==> src/fsit_pkg.sv <==
// Shared types and codes for the frame stream integrity tracker.
`timescale 1ns / 1ps
`default_nettype none

package fsit_pkg;

    localparam int DATA_W    = 32;
    localparam int WIDE_W    = 64;
    localparam int CFG_IDX_W = 2;

    typedef enum logic [2:0] {
        ACT_ENQUEUE,
        ACT_COPY,
        ACT_ACK,
        ACT_UNDERRUN,
        ACT_ROUTE,
        ACT_FORMAT,
        ACT_RESET,
        ACT_FEEDBACK
    } action_t;

    typedef enum logic [3:0] {
        ST_OK,
        ST_POISONED,
        ST_INVALID,
        ST_FULL,
        ST_DESCRIPTOR,
        ST_GENERATION,
        ST_GAP,
        ST_EMPTY,
        ST_SHORT,
        ST_NO_FEEDBACK
    } status_t;

    typedef enum logic [3:0] {
        PSN_NONE,
        PSN_INVALID,
        PSN_FULL,
        PSN_DESCRIPTOR,
        PSN_GENERATION,
        PSN_GAP,
        PSN_CLOCK,
        PSN_UNDERRUN,
        PSN_ROUTE,
        PSN_FORMAT
    } poison_t;

    localparam logic [CFG_IDX_W-1:0] CFG_CAPACITY   = 2'd0;
    localparam logic [CFG_IDX_W-1:0] CFG_DESCRIPTOR = 2'd1;
    localparam logic [CFG_IDX_W-1:0] CFG_CLOCK_RATE = 2'd2;

    typedef struct packed {
        logic [DATA_W-1:0] quot;
        logic              exact;
    } div_res_t;

endpackage

`default_nettype wire

==> src/frame_stream_integrity_tracker_core.sv <==
// Top level of the frame stream integrity tracker.
// A result passes through the stage one, stage two and result registers.
// Throughput: one item per cycle while out_stall is low; stage one holds the reciprocal
// multiplier for the frame count, stage two the state update that feeds the next item.
// Reset clears all tracker state, the configuration and the pipeline at once.
`timescale 1ns / 1ps
`default_nettype none

module frame_stream_integrity_tracker_core
    import fsit_pkg::*;
#(
    parameter int FRAME_BYTES      = 8,
    parameter int FEEDBACK_RATE_HZ = 10
)
(
    input  wire logic                 clk,
    input  wire logic                 rst_n,

    input  wire logic                 cfg_valid,
    output logic                      cfg_ready,
    input  wire logic [CFG_IDX_W-1:0] cfg_index,
    input  wire logic [DATA_W-1:0]    cfg_data,

    input  wire logic                 in_valid,
    output logic                      in_stall,
    input  wire logic [2:0]           action,
    input  wire logic [DATA_W-1:0]    block_bytes,
    input  wire logic [DATA_W-1:0]    block_descriptor,
    input  wire logic [WIDE_W-1:0]    block_generation,
    input  wire logic [WIDE_W-1:0]    block_first_frame,
    input  wire logic [DATA_W-1:0]    block_host_rate,
    input  wire logic [DATA_W-1:0]    dest_bytes,
    input  wire logic [WIDE_W-1:0]    device_position,
    input  wire logic [WIDE_W-1:0]    new_generation,
    input  wire logic [WIDE_W-1:0]    client_time,

    output logic                      out_valid,
    input  wire logic                 out_stall,
    output logic [3:0]                status,
    output logic [DATA_W-1:0]         frames_copied,
    output logic                      feedback_valid,
    output logic [WIDE_W-1:0]         feedback_sequence,
    output logic [WIDE_W-1:0]         submitted_count,
    output logic [WIDE_W-1:0]         played_count,
    output logic [DATA_W-1:0]         queued_count,
    output logic [3:0]                poison_code,
    output logic                      generation_known,
    output logic [WIDE_W-1:0]         generation_value
);

    logic [DATA_W-1:0] capacity_reg;
    logic [DATA_W-1:0] exp_desc_reg;
    logic [DATA_W-1:0] clock_rate_reg;
    logic [DATA_W-1:0] interval_reg;
    div_res_t          interval_res;

    logic              s1_valid_reg;
    action_t           s1_action_reg;
    logic [DATA_W-1:0] s1_bytes_reg;
    logic [DATA_W-1:0] s1_desc_reg;
    logic [WIDE_W-1:0] s1_gen_reg;
    logic [WIDE_W-1:0] s1_first_reg;
    logic [DATA_W-1:0] s1_host_reg;
    logic [DATA_W-1:0] s1_dest_reg;
    logic [WIDE_W-1:0] s1_pos_reg;
    logic [WIDE_W-1:0] s1_newgen_reg;
    logic [WIDE_W-1:0] s1_time_reg;
    logic [DATA_W-1:0] s1_div_num;
    div_res_t          s1_div_res;

    logic              s2_valid_reg;
    action_t           s2_action_reg;
    logic [DATA_W-1:0] s2_bytes_reg;
    logic [DATA_W-1:0] s2_desc_reg;
    logic [WIDE_W-1:0] s2_gen_reg;
    logic [WIDE_W-1:0] s2_first_reg;
    logic [DATA_W-1:0] s2_host_reg;
    logic [DATA_W-1:0] s2_dest_reg;
    logic [WIDE_W-1:0] s2_pos_reg;
    logic [WIDE_W-1:0] s2_newgen_reg;
    logic [WIDE_W-1:0] s2_time_reg;
    logic [DATA_W-1:0] s2_quot_reg;
    logic              s2_exact_reg;

    poison_t           poison_reg,     poison_next;
    logic [DATA_W-1:0] queued_reg,     queued_next;
    logic [WIDE_W-1:0] submitted_reg,  submitted_next;
    logic [WIDE_W-1:0] played_reg,     played_next;
    logic              nf_known_reg,   nf_known_next;
    logic [WIDE_W-1:0] nf_index_reg,   nf_index_next;
    logic              gen_known_reg,  gen_known_next;
    logic [WIDE_W-1:0] gen_value_reg,  gen_value_next;
    logic [WIDE_W-1:0] fb_seq_reg,     fb_seq_next;
    logic [WIDE_W-1:0] fb_time_reg,    fb_time_next;

    status_t           st_comb;
    logic [DATA_W-1:0] copied_comb;
    logic              fbv_comb;
    logic [WIDE_W-1:0] fbseq_comb;

    logic              out_valid_reg;
    status_t           out_status_reg;
    logic [DATA_W-1:0] out_copied_reg;
    logic              out_fbv_reg;
    logic [WIDE_W-1:0] out_fbseq_reg;
    logic [WIDE_W-1:0] out_sub_reg;
    logic [WIDE_W-1:0] out_played_reg;
    logic [DATA_W-1:0] out_queued_reg;
    poison_t           out_poison_reg;
    logic              out_gknown_reg;
    logic [WIDE_W-1:0] out_gvalue_reg;

    logic out_ready;
    logic s2_ready;
    logic s1_ready;
    logic s2_adv;
    logic s1_adv;
    logic in_xfer;

    assign out_ready = !out_valid_reg || !out_stall;
    assign s2_ready  = !s2_valid_reg || out_ready;
    assign s1_ready  = !s1_valid_reg || s2_ready;
    assign s2_adv    = s2_valid_reg && out_ready;
    assign s1_adv    = s1_valid_reg && s2_ready;
    assign in_stall  = !s1_ready;
    assign in_xfer   = in_valid && s1_ready;
    assign cfg_ready = 1'b1;

    // Configuration registers and the derived feedback interval.
    fsit_cdiv #(.DIVISOR(FEEDBACK_RATE_HZ)) u_interval_div
    (
        .num (clock_rate_reg),
        .res (interval_res)
    );

    always_ff @(posedge clk or negedge rst_n)
    begin
        if (!rst_n)
        begin
            capacity_reg   <= '0;
            exp_desc_reg   <= '0;
            clock_rate_reg <= '0;
            interval_reg   <= '0;
        end
        else
        begin
            interval_reg <= interval_res.quot;
            if (cfg_valid && cfg_ready)
            begin
                case (cfg_index)
                    CFG_CAPACITY:   capacity_reg   <= cfg_data;
                    CFG_DESCRIPTOR: exp_desc_reg   <= cfg_data;
                    CFG_CLOCK_RATE: clock_rate_reg <= cfg_data;
                    default:        ;
                endcase
            end
        end
    end

    // Stage one: input register.
    always_ff @(posedge clk or negedge rst_n)
    begin
        if (!rst_n)
        begin
            s1_valid_reg <= 1'b0;
        end
        else if (s1_ready)
        begin
            s1_valid_reg <= in_valid;
        end
    end

    always_ff @(posedge clk)
    begin
        if (in_xfer)
        begin
            s1_action_reg <= action_t'(action);
            s1_bytes_reg  <= block_bytes;
            s1_desc_reg   <= block_descriptor;
            s1_gen_reg    <= block_generation;
            s1_first_reg  <= block_first_frame;
            s1_host_reg   <= block_host_rate;
            s1_dest_reg   <= dest_bytes;
            s1_pos_reg    <= device_position;
            s1_newgen_reg <= new_generation;
            s1_time_reg   <= client_time;
        end
    end

    assign s1_div_num = (s1_action_reg == ACT_COPY) ? s1_dest_reg : s1_bytes_reg;

    fsit_cdiv #(.DIVISOR(FRAME_BYTES)) u_frame_div
    (
        .num (s1_div_num),
        .res (s1_div_res)
    );

    // Stage two: item with its frame count.
    always_ff @(posedge clk or negedge rst_n)
    begin
        if (!rst_n)
        begin
            s2_valid_reg <= 1'b0;
        end
        else if (s2_ready)
        begin
            s2_valid_reg <= s1_valid_reg;
        end
    end

    always_ff @(posedge clk)
    begin
        if (s1_adv)
        begin
            s2_action_reg <= s1_action_reg;
            s2_bytes_reg  <= s1_bytes_reg;
            s2_desc_reg   <= s1_desc_reg;
            s2_gen_reg    <= s1_gen_reg;
            s2_first_reg  <= s1_first_reg;
            s2_host_reg   <= s1_host_reg;
            s2_dest_reg   <= s1_dest_reg;
            s2_pos_reg    <= s1_pos_reg;
            s2_newgen_reg <= s1_newgen_reg;
            s2_time_reg   <= s1_time_reg;
            s2_quot_reg   <= s1_div_res.quot;
            s2_exact_reg  <= s1_div_res.exact;
        end
    end

    // Tracker state update for the item in stage two.
    always_comb
    begin
        logic [DATA_W:0]   fill_sum;
        logic [WIDE_W:0]   end_frame;
        logic [WIDE_W-1:0] gen_eff;
        logic [WIDE_W-1:0] nf_eff;
        logic [DATA_W-1:0] take;
        logic [WIDE_W-1:0] elapsed;
        logic              bad_block;
        logic              too_full;

        poison_next    = poison_reg;
        queued_next    = queued_reg;
        submitted_next = submitted_reg;
        played_next    = played_reg;
        nf_known_next  = nf_known_reg;
        nf_index_next  = nf_index_reg;
        gen_known_next = gen_known_reg;
        gen_value_next = gen_value_reg;
        fb_seq_next    = fb_seq_reg;
        fb_time_next   = fb_time_reg;
        st_comb        = ST_OK;
        copied_comb    = '0;
        fbv_comb       = 1'b0;
        fbseq_comb     = '0;

        fill_sum  = {1'b0, queued_reg} + {1'b0, s2_quot_reg};
        end_frame = {1'b0, s2_first_reg} + (WIDE_W+1)'(s2_quot_reg);
        gen_eff   = gen_known_reg ? gen_value_reg : s2_gen_reg;
        nf_eff    = nf_known_reg ? nf_index_reg : s2_first_reg;
        take      = (s2_quot_reg < queued_reg) ? s2_quot_reg : queued_reg;
        elapsed   = s2_time_reg - fb_time_reg;
        bad_block = (capacity_reg == '0) || (s2_bytes_reg == '0) || !s2_exact_reg ||
                    (s2_host_reg == '0);
        too_full  = (s2_quot_reg > capacity_reg) || (fill_sum > {1'b0, capacity_reg});

        case (s2_action_reg)
            ACT_ENQUEUE:
            begin
                if (poison_reg != PSN_NONE)
                begin
                    st_comb = ST_POISONED;
                end
                else if (bad_block)
                begin
                    poison_next = PSN_INVALID;
                    queued_next = '0;
                    st_comb     = ST_INVALID;
                end
                else if (too_full)
                begin
                    poison_next = PSN_FULL;
                    queued_next = '0;
                    st_comb     = ST_FULL;
                end
                else if (s2_desc_reg != exp_desc_reg)
                begin
                    poison_next = PSN_DESCRIPTOR;
                    queued_next = '0;
                    st_comb     = ST_DESCRIPTOR;
                end
                else
                begin
                    // The generation is latched before it is compared.
                    gen_known_next = 1'b1;
                    gen_value_next = gen_eff;
                    if (gen_eff != s2_gen_reg)
                    begin
                        poison_next = PSN_GENERATION;
                        queued_next = '0;
                        st_comb     = ST_GENERATION;
                    end
                    else
                    begin
                        nf_known_next = 1'b1;
                        nf_index_next = nf_eff;
                        if ((nf_eff != s2_first_reg) || end_frame[WIDE_W])
                        begin
                            poison_next = PSN_GAP;
                            queued_next = '0;
                            st_comb     = ST_GAP;
                        end
                        else
                        begin
                            nf_index_next = end_frame[WIDE_W-1:0];
                            queued_next   = fill_sum[DATA_W-1:0];
                        end
                    end
                end
            end
            ACT_COPY:
            begin
                if (poison_reg != PSN_NONE)
                begin
                    st_comb = ST_POISONED;
                end
                else if (queued_reg == '0)
                begin
                    st_comb = ST_EMPTY;
                end
                else if ((s2_dest_reg == '0) || !s2_exact_reg)
                begin
                    st_comb = ST_SHORT;
                end
                else
                begin
                    queued_next    = queued_reg - take;
                    submitted_next = submitted_reg + WIDE_W'(take);
                    copied_comb    = take;
                end
            end
            ACT_ACK:
            begin
                if (poison_reg != PSN_NONE)
                begin
                    st_comb = ST_POISONED;
                end
                else if ((s2_pos_reg < played_reg) || (s2_pos_reg > submitted_reg))
                begin
                    poison_next = PSN_CLOCK;
                    queued_next = '0;
                    st_comb     = ST_POISONED;
                end
                else
                begin
                    played_next = s2_pos_reg;
                end
            end
            ACT_UNDERRUN:
            begin
                if (poison_reg == PSN_NONE)
                begin
                    poison_next = PSN_UNDERRUN;
                end
                queued_next = '0;
                st_comb     = ST_POISONED;
            end
            ACT_ROUTE:
            begin
                if (poison_reg == PSN_NONE)
                begin
                    poison_next = PSN_ROUTE;
                end
                queued_next = '0;
                st_comb     = ST_POISONED;
            end
            ACT_FORMAT:
            begin
                if (poison_reg == PSN_NONE)
                begin
                    poison_next = PSN_FORMAT;
                end
                queued_next = '0;
                st_comb     = ST_POISONED;
            end
            ACT_RESET:
            begin
                poison_next    = PSN_NONE;
                queued_next    = '0;
                submitted_next = '0;
                played_next    = '0;
                nf_known_next  = 1'b0;
                nf_index_next  = '0;
                gen_known_next = 1'b1;
                gen_value_next = s2_newgen_reg;
                fb_seq_next    = '0;
                fb_time_next   = '0;
            end
            ACT_FEEDBACK:
            begin
                if (poison_reg != PSN_NONE)
                begin
                    st_comb = ST_POISONED;
                end
                else if (!gen_known_reg || (clock_rate_reg == '0) || (interval_reg == '0) ||
                         ((fb_time_reg != '0) && (elapsed < WIDE_W'(interval_reg))))
                begin
                    st_comb = ST_NO_FEEDBACK;
                end
                else
                begin
                    // A report time of zero leaves the rate limit unarmed.
                    fb_time_next = s2_time_reg;
                    fb_seq_next  = fb_seq_reg + 64'd1;
                    fbseq_comb   = fb_seq_next;
                    fbv_comb     = 1'b1;
                end
            end
            default:
            begin
                st_comb = ST_OK;
            end
        endcase
    end

    always_ff @(posedge clk or negedge rst_n)
    begin
        if (!rst_n)
        begin
            poison_reg    <= PSN_NONE;
            queued_reg    <= '0;
            submitted_reg <= '0;
            played_reg    <= '0;
            nf_known_reg  <= 1'b0;
            nf_index_reg  <= '0;
            gen_known_reg <= 1'b0;
            gen_value_reg <= '0;
            fb_seq_reg    <= '0;
            fb_time_reg   <= '0;
        end
        else if (s2_adv)
        begin
            poison_reg    <= poison_next;
            queued_reg    <= queued_next;
            submitted_reg <= submitted_next;
            played_reg    <= played_next;
            nf_known_reg  <= nf_known_next;
            nf_index_reg  <= nf_index_next;
            gen_known_reg <= gen_known_next;
            gen_value_reg <= gen_value_next;
            fb_seq_reg    <= fb_seq_next;
            fb_time_reg   <= fb_time_next;
        end
    end

    // Result register.
    always_ff @(posedge clk or negedge rst_n)
    begin
        if (!rst_n)
        begin
            out_valid_reg <= 1'b0;
        end
        else if (out_ready)
        begin
            out_valid_reg <= s2_valid_reg;
        end
    end

    always_ff @(posedge clk)
    begin
        if (s2_adv)
        begin
            out_status_reg <= st_comb;
            out_copied_reg <= copied_comb;
            out_fbv_reg    <= fbv_comb;
            out_fbseq_reg  <= fbseq_comb;
            out_sub_reg    <= submitted_next;
            out_played_reg <= played_next;
            out_queued_reg <= queued_next;
            out_poison_reg <= poison_next;
            out_gknown_reg <= gen_known_next;
            out_gvalue_reg <= gen_value_next;
        end
    end

    assign out_valid         = out_valid_reg;
    assign status            = out_status_reg;
    assign frames_copied     = out_copied_reg;
    assign feedback_valid    = out_fbv_reg;
    assign feedback_sequence = out_fbseq_reg;
    assign submitted_count   = out_sub_reg;
    assign played_count      = out_played_reg;
    assign queued_count      = out_queued_reg;
    assign poison_code       = out_poison_reg;
    assign generation_known  = out_gknown_reg;
    assign generation_value  = out_gvalue_reg;

endmodule

`default_nettype wire

==> src/fsit_cdiv.sv <==
// Division of a 32-bit value by a constant through one reciprocal multiplication.
`timescale 1ns / 1ps
`default_nettype none

module fsit_cdiv
    import fsit_pkg::*;
#(
    parameter int DIVISOR = 8
)
(
    input  wire logic [DATA_W-1:0] num,
    output div_res_t               res
);

    // The reciprocal is rounded up with enough fraction bits that both the
    // quotient and the divisibility test are exact for every 32-bit input.
    localparam int SHIFT_L = $clog2(DIVISOR);
    localparam int FRAC_W  = DATA_W + SHIFT_L;
    localparam int PROD_W  = FRAC_W + DATA_W;
    localparam logic [WIDE_W-1:0] RECIP_WIDE =
        ((64'd1 << FRAC_W) + 64'(DIVISOR) - 64'd1) / 64'(DIVISOR);
    localparam logic [DATA_W:0] RECIP = RECIP_WIDE[DATA_W:0];

    logic [PROD_W-1:0] prod;

    assign prod = PROD_W'(num) * PROD_W'(RECIP);
    assign res  = {DATA_W'(prod[PROD_W-1:FRAC_W]),
                   ((FRAC_W+1)'(prod[FRAC_W-1:0]) < (FRAC_W+1)'(RECIP))};

endmodule

`default_nettype wire

==> config.mk <==
export PLATFORM = sky130hd
export DESIGN_NAME = frame_stream_integrity_tracker_core
export DESIGN_NICKNAME = d
export VERILOG_FILES = /design/src/fsit_pkg.sv /design/src/frame_stream_integrity_tracker_core.sv /design/src/fsit_cdiv.sv
export SDC_FILE = /design/constraint.sdc
export NUM_CORES = 2
export LEC_CHECK = 0
export BUFFER_PORTS_ARGS = -buffer_cell sky130_fd_sc_hd__buf_2
export CAP_MARGIN = 20
export CORE_UTILIZATION = 50
export DETAILED_ROUTE_END_ITERATION = 8
export GPL_TIMING_DRIVEN = 0
export PLACE_DENSITY = 0.68
export SETUP_SLACK_MARGIN = 0.02
export SLEW_MARGIN = 20
export SYNTH_ARGS = -nofsm -noshare
export SYNTH_HDL_FRONTEND = slang
export SYNTH_SLANG_ARGS = --single-unit
==> constraint.sdc <==
create_clock -name clk -period 26.3 [get_ports clk]
set_input_delay 2.63 -clock clk [delete_from_list [all_inputs] [get_ports clk]]
set_output_delay 2.63 -clock clk [all_outputs]
set_load 0.05 [all_outputs]
# Word level (Yosys, flattened, before mapping)
# Index checks and enable logic that the tools add are counted.
dict set report totals {
  reg_bits 1812
  input_bits 490
  out_inout_bits 333
  wordCells 212
}
dict set report op_classes {
  addsub 6
  mul 1
  n_lt_le_gt_ge 7
  eq_ne 20
  muxes 79
  bitwise 2
  reduce_logical 48
}
# op n
set ops {}
lappend ops {{2-to-1 mux 64 bit} 21}
lappend ops {{case mux 64 bit (2 select lines)} 6}
lappend ops {{2-to-1 mux 32 bit} 13}
lappend ops {{logical NOT 32 bit} 7}
lappend ops {{!= test 64 bit} 2}
lappend ops {{case mux 32 bit (4 select lines)} 1}
lappend ops {{adder 64 x 29 -> 65 bit} 1}
lappend ops {{adder 64 x 1 -> 64 bit (second input constant)} 1}
lappend ops {{adder 64 x 32 -> 64 bit} 1}
lappend ops {{> comparator 64 bit} 1}
lappend ops {{< comparator 64 x 29 -> 1 bit} 1}
lappend ops {{< comparator 64 bit} 1}
lappend ops {{multiplier 32 x 32 -> 64 bit (second input constant)} 1}
lappend ops {{2-to-1 mux 4 bit} 16}
lappend ops {{nonzero test 64 bit} 1}
lappend ops {{subtractor 64 bit} 1}
lappend ops {{< comparator 35 x 33 -> 1 bit (second input constant)} 1}
lappend ops {{adder 32 x 29 -> 33 bit} 1}
lappend ops {{> comparator 33 x 32 -> 1 bit} 1}
lappend ops {{> comparator 29 x 32 -> 1 bit} 1}
lappend ops {{< comparator 29 x 32 -> 1 bit} 1}
lappend ops {{!= test 32 bit} 1}
lappend ops {{subtractor 32 bit} 1}
lappend ops {{case mux 4 bit (6 select lines)} 1}
lappend ops {{other kinds (25)} 80}

# Longest topological paths before layout
dict set report depth {
  depth_word 10
  depth_mapped 34
  mapped_depth_nobuf 32
}

# Cells and area by module
# From an unflattened synthesis, not the netlist that was laid out.
dict set report unflattened {
  cells_unflattened 9009
  area_unflattened_um2 104676.6
}
# module instances cells_each area_each_um2 seq_area_each_um2
set modules_own_cells {}
lappend modules_own_cells {frame_stream_integrity_tracker_core 1 7184 86812.0 51824.7}
lappend modules_own_cells {{fsit_cdiv at u_interval_div} 1 1791 17610.6 0.0}
lappend modules_own_cells {{fsit_cdiv at u_frame_div} 1 34 254.0 0.0}

# Worst setup path before layout
# OpenSTA, ideal clock, no wires.
dict set report synth_timing {
  path_kind {in2reg}
  startpoint {input port out_stall}
  endpoint {register s2_action_reg[0], enable pin}
  setup_time_ps 909
  arrival_time_ps 13612
  t_required_ps 25391
  path_slack_ps 11779
  path_stages 2
  n_path_buf 0
  cell_sequence {nand3_1 and2_1}
}
dict set report synth_between {
  elab_chain_len 4
}
# element line_no
set synth_rtl {}
lappend synth_rtl {{start: declaration} frame_stream_integrity_tracker_core.sv:38} ;# input wire logic out_stall,
lappend synth_rtl {{logical NOT 1 bit} frame_stream_integrity_tracker_core.sv:120} ;# assign out_ready = !out_valid_reg || !out_stall;
lappend synth_rtl {{logical OR 1 bit} frame_stream_integrity_tracker_core.sv:120}
lappend synth_rtl {{logical OR 1 bit} frame_stream_integrity_tracker_core.sv:121} ;# assign s2_ready = !s2_valid_reg || out_ready;
lappend synth_rtl {{logical AND 1 bit} frame_stream_integrity_tracker_core.sv:124} ;# assign s1_adv = s1_valid_reg && s2_ready;
lappend synth_rtl {{net s1_adv} frame_stream_integrity_tracker_core.sv:117} ;# logic s1_adv;
lappend synth_rtl {{end signal: assignment} frame_stream_integrity_tracker_core.sv:215} ;# s2_action_reg <= s1_action_reg;
lappend synth_rtl {{end: declaration} frame_stream_integrity_tracker_core.sv:72} ;# action_t s2_action_reg;
# The timed path passes the listed nets, and every way through them passes these cells.
# A chain may end at the register's enable or synchronous reset.

==> flow_metrics.env <==
export IMPL_syn_instance_count=8748
export IMPL_multiInputGateArea_um2=45100
export IMPL_dp_hpwl_um=262000
export IMPL_r2r_cells=29
export IMPL_dieArea_um2=206000
export IMPL_gr_total_overflow=0
export IMPL_required_ns=27.02
export IMPL_synthXorXnorAreaFrac=0.0371
export IMPL_finalCritPeriodShare=0.419
export IMPL_cap_violations=0
export IMPL_cts_tree="built"
export IMPL_fin_area_um2=117000
export IMPL_gp_congestion=0.973
export IMPL_synth_seq_cells=1812
export IMPL_clock_sinks=1812
export IMPL_fillers=16800
export IMPL_post_cts_resized=0
export IMPL_ys_async_sr_fraction=0.304
export IMPL_max_freq_mhz=90.8
export IMPL_cts_made_buffers=189
export IMPL_finalCriticalPeriod_ns=11.01
export IMPL_yosys_area_share_simple=0.0902
export IMPL_hold_start="s1_newgen_reg[12]"
export IMPL_dr_pass1_iters=6
export IMPL_clkTransAtPathRegs_ns=0.06
export IMPL_grt_pass1_vias=73300
export IMPL_ant_nets=0
export IMPL_htreeDepth=4
export IMPL_vias=73800
export IMPL_wirelength_um=331000
export IMPL_io_buffer_count=821
export IMPL_reg2reg_slack_ns=15.29
export IMPL_ioPinCount=823
export IMPL_postCtsHoldBufs=0
export IMPL_placementRows=165
export IMPL_syn_area_um2=102000
export IMPL_synth_cell_types=88
export IMPL_finalSetupTns_ns=0
export IMPL_hold_violations=0
export IMPL_grt_first_pass_wirelength_um=482000
export IMPL_coreArea_um2=203000
export IMPL_worstSetupPathType="reg2reg"
export IMPL_root_buffer="clkbuf_16"
export IMPL_crit_path_end="interval_reg[26]"
export IMPL_synth_area_per_cell_um2=11.7
export IMPL_endpoint_kind="register"
export IMPL_final_common_cell="edfxtp_1"
export IMPL_synth_edf_count=1262
export IMPL_areaGrowthSynthToFinish_pct=14.9
export IMPL_synthFlopType="edfxtp_1"
export IMPL_die_width_um=454
export IMPL_drtIter0Drc=6907
export IMPL_ys_seq_area_frac=0.506
export IMPL_antenna_found_initial=23
export IMPL_layout_common_cells="edfxtp_1 (1,262), inv_1 (1,119), buf_2 (834)"
export IMPL_tightestPinTransition_ns=1.20
export IMPL_clock_latency_ns=0.89
export IMPL_die_h_um=454
export IMPL_crit_start="clock_rate_reg[9]"
export IMPL_fin_skew_ns=0.0868
export IMPL_muxShareOfSynthArea=0.0315
export IMPL_status="complete, no violations"
export IMPL_viasPerCell=5.82
export IMPL_crit_arrival_ns=11.73
export IMPL_synthAdderAreaFrac=0.174
export IMPL_start_util=0.504
export IMPL_synth_top_family_by_area="adder cells"
export IMPL_grt_use_total=0.319
export IMPL_start_kind="register"
export IMPL_yosys_warnings=0
export IMPL_cp_slowest_stage_delay_ns=0.69
export IMPL_drive_gt1_frac=0.143
export IMPL_seqCellArea_um2=51700
export IMPL_slew_violations=0
export IMPL_slowest_stage="or3b_1"
export IMPL_drcViolationCount=0
export IMPL_postCtsSetupBuffers=0
export IMPL_crit_top_cell="fa_1"
export IMPL_rsz0062_at_grt="no"
export IMPL_r2r_start="clock_rate_reg[9]"
export IMPL_synth_compound_area_frac=0.109
export IMPL_crit_fanout=8
export IMPL_worstHoldPathType="reg2reg"
export IMPL_slew_headroom=0.199
export IMPL_ctsLongestPathBuffers=3
export IMPL_r2r_end="interval_reg[26]"
export IMPL_dpl_instance_area_um2=110000
export IMPL_wire_per_inst_um=26.2
export IMPL_grt_max_degree=85
export IMPL_nets=11500
export IMPL_finalSetupViolCount=0
[synth_stat cells, drive strengths merged (81+ instances only)]
master  count  share of area
nand4     136         0.0084
ha        790          0.097
nor4      111         0.0068
a21oi     317          0.016
nand3     162         0.0079
a22oi      81         0.0060
fa        391          0.077
xor2      183          0.016
clkbuf    228         0.0084
xnor2     249          0.021
and3       95         0.0058
nor2      376          0.014
a21o      197          0.014
nand2     695          0.026
inv      1120          0.041
mux2i     125          0.012
a22o       85         0.0073
nor3      136         0.0067
dfrtp     550           0.13
mux2      174          0.019
edfxtp   1262           0.37
o21ai     469          0.023
[kinds of logic after synthesis]
group / Yosys count
AOI/OAI and AO/OA: 1682
xor gates and xnor gates: 432
adders and majority gates: 1181
buffers and inverters: 1395
DFF: 1812
muxes: 299
other: 2
and+or+nand+nor: 1945
[worst min-delay path by stage]
| stage | slack [ns] | cells after the start | end |
|---|---|---|---|
| 6_report | 0.41 | 0 | s2_newgen_reg[12] |
| 3_3_place_gp | 0.40 | 0 | s2_newgen_reg[24] |
| 3_5_place_dp | 0.40 | 0 | s2_desc_reg[1] |
| 5_1_grt | 0.42 | 0 | s2_gen_reg[61] |
| 4_1_cts | 0.41 | 0 | s2_newgen_reg[12] |
| 2_1_floorplan | 0.40 | 0 | s2_desc_reg[0] |
[final cells by class]
| cell class | count | share of cell area |
|---|---|---|
| Antenna cell | 16 | 0.000342 |
| Buffer | 275 | 0.00978 |
| Clock buffer | 243 | 0.0429 |
| Clock inverter | 115 | 0.0135 |
| Inverter | 1120 | 0.0359 |
| Multi-Input combinational cell | 5546 | 0.385 |
| Sequential cell | 1812 | 0.441 |
| Tap cell | 2672 | 0.0285 |
| Timing Repair Buffer | 865 | 0.0434 |
[through the flow]
stage,utilization,setup slack [ns],hold WS (ns),instances
finish,0.579,15.29,0.408,12700
global route,0.579,14.81,0.416,12700
CTS,0.578,15.32,0.410,12600
detailed placement,0.546,15.34,0.405,12300
global placement,0.541,5.53,0.401,12200
floorplan,-,11.78,0.400,8753
[per-layer routing]
layer | global-route usage | up-vias | share of wire
met3 | 0.0446 | 624 | 0.064
met2 | 0.500 | 2994 | 0.46
met5 | 0 | - | 0.00017
li1 | - | 33200 | -
met4 | 0.163 | 10 | 0.059
met1 | 0.433 | 36900 | 0.42
[worst max-delay path, delay by kind of cell (launching register included)]
kind,cells,cell delay [ns]
adders and majority gates,9,4.62
AOI/OAI and AO/OA,9,3.26
and+or+nand+nor,4,1.60
DFF,1,0.62
buffers and inverters,6,0.53
xor gates and xnor gates,1,0.26
Power is left out: the tool's default activity adds up to more than one toggle a clock period on the data nets, which glitch-free logic cannot reach.
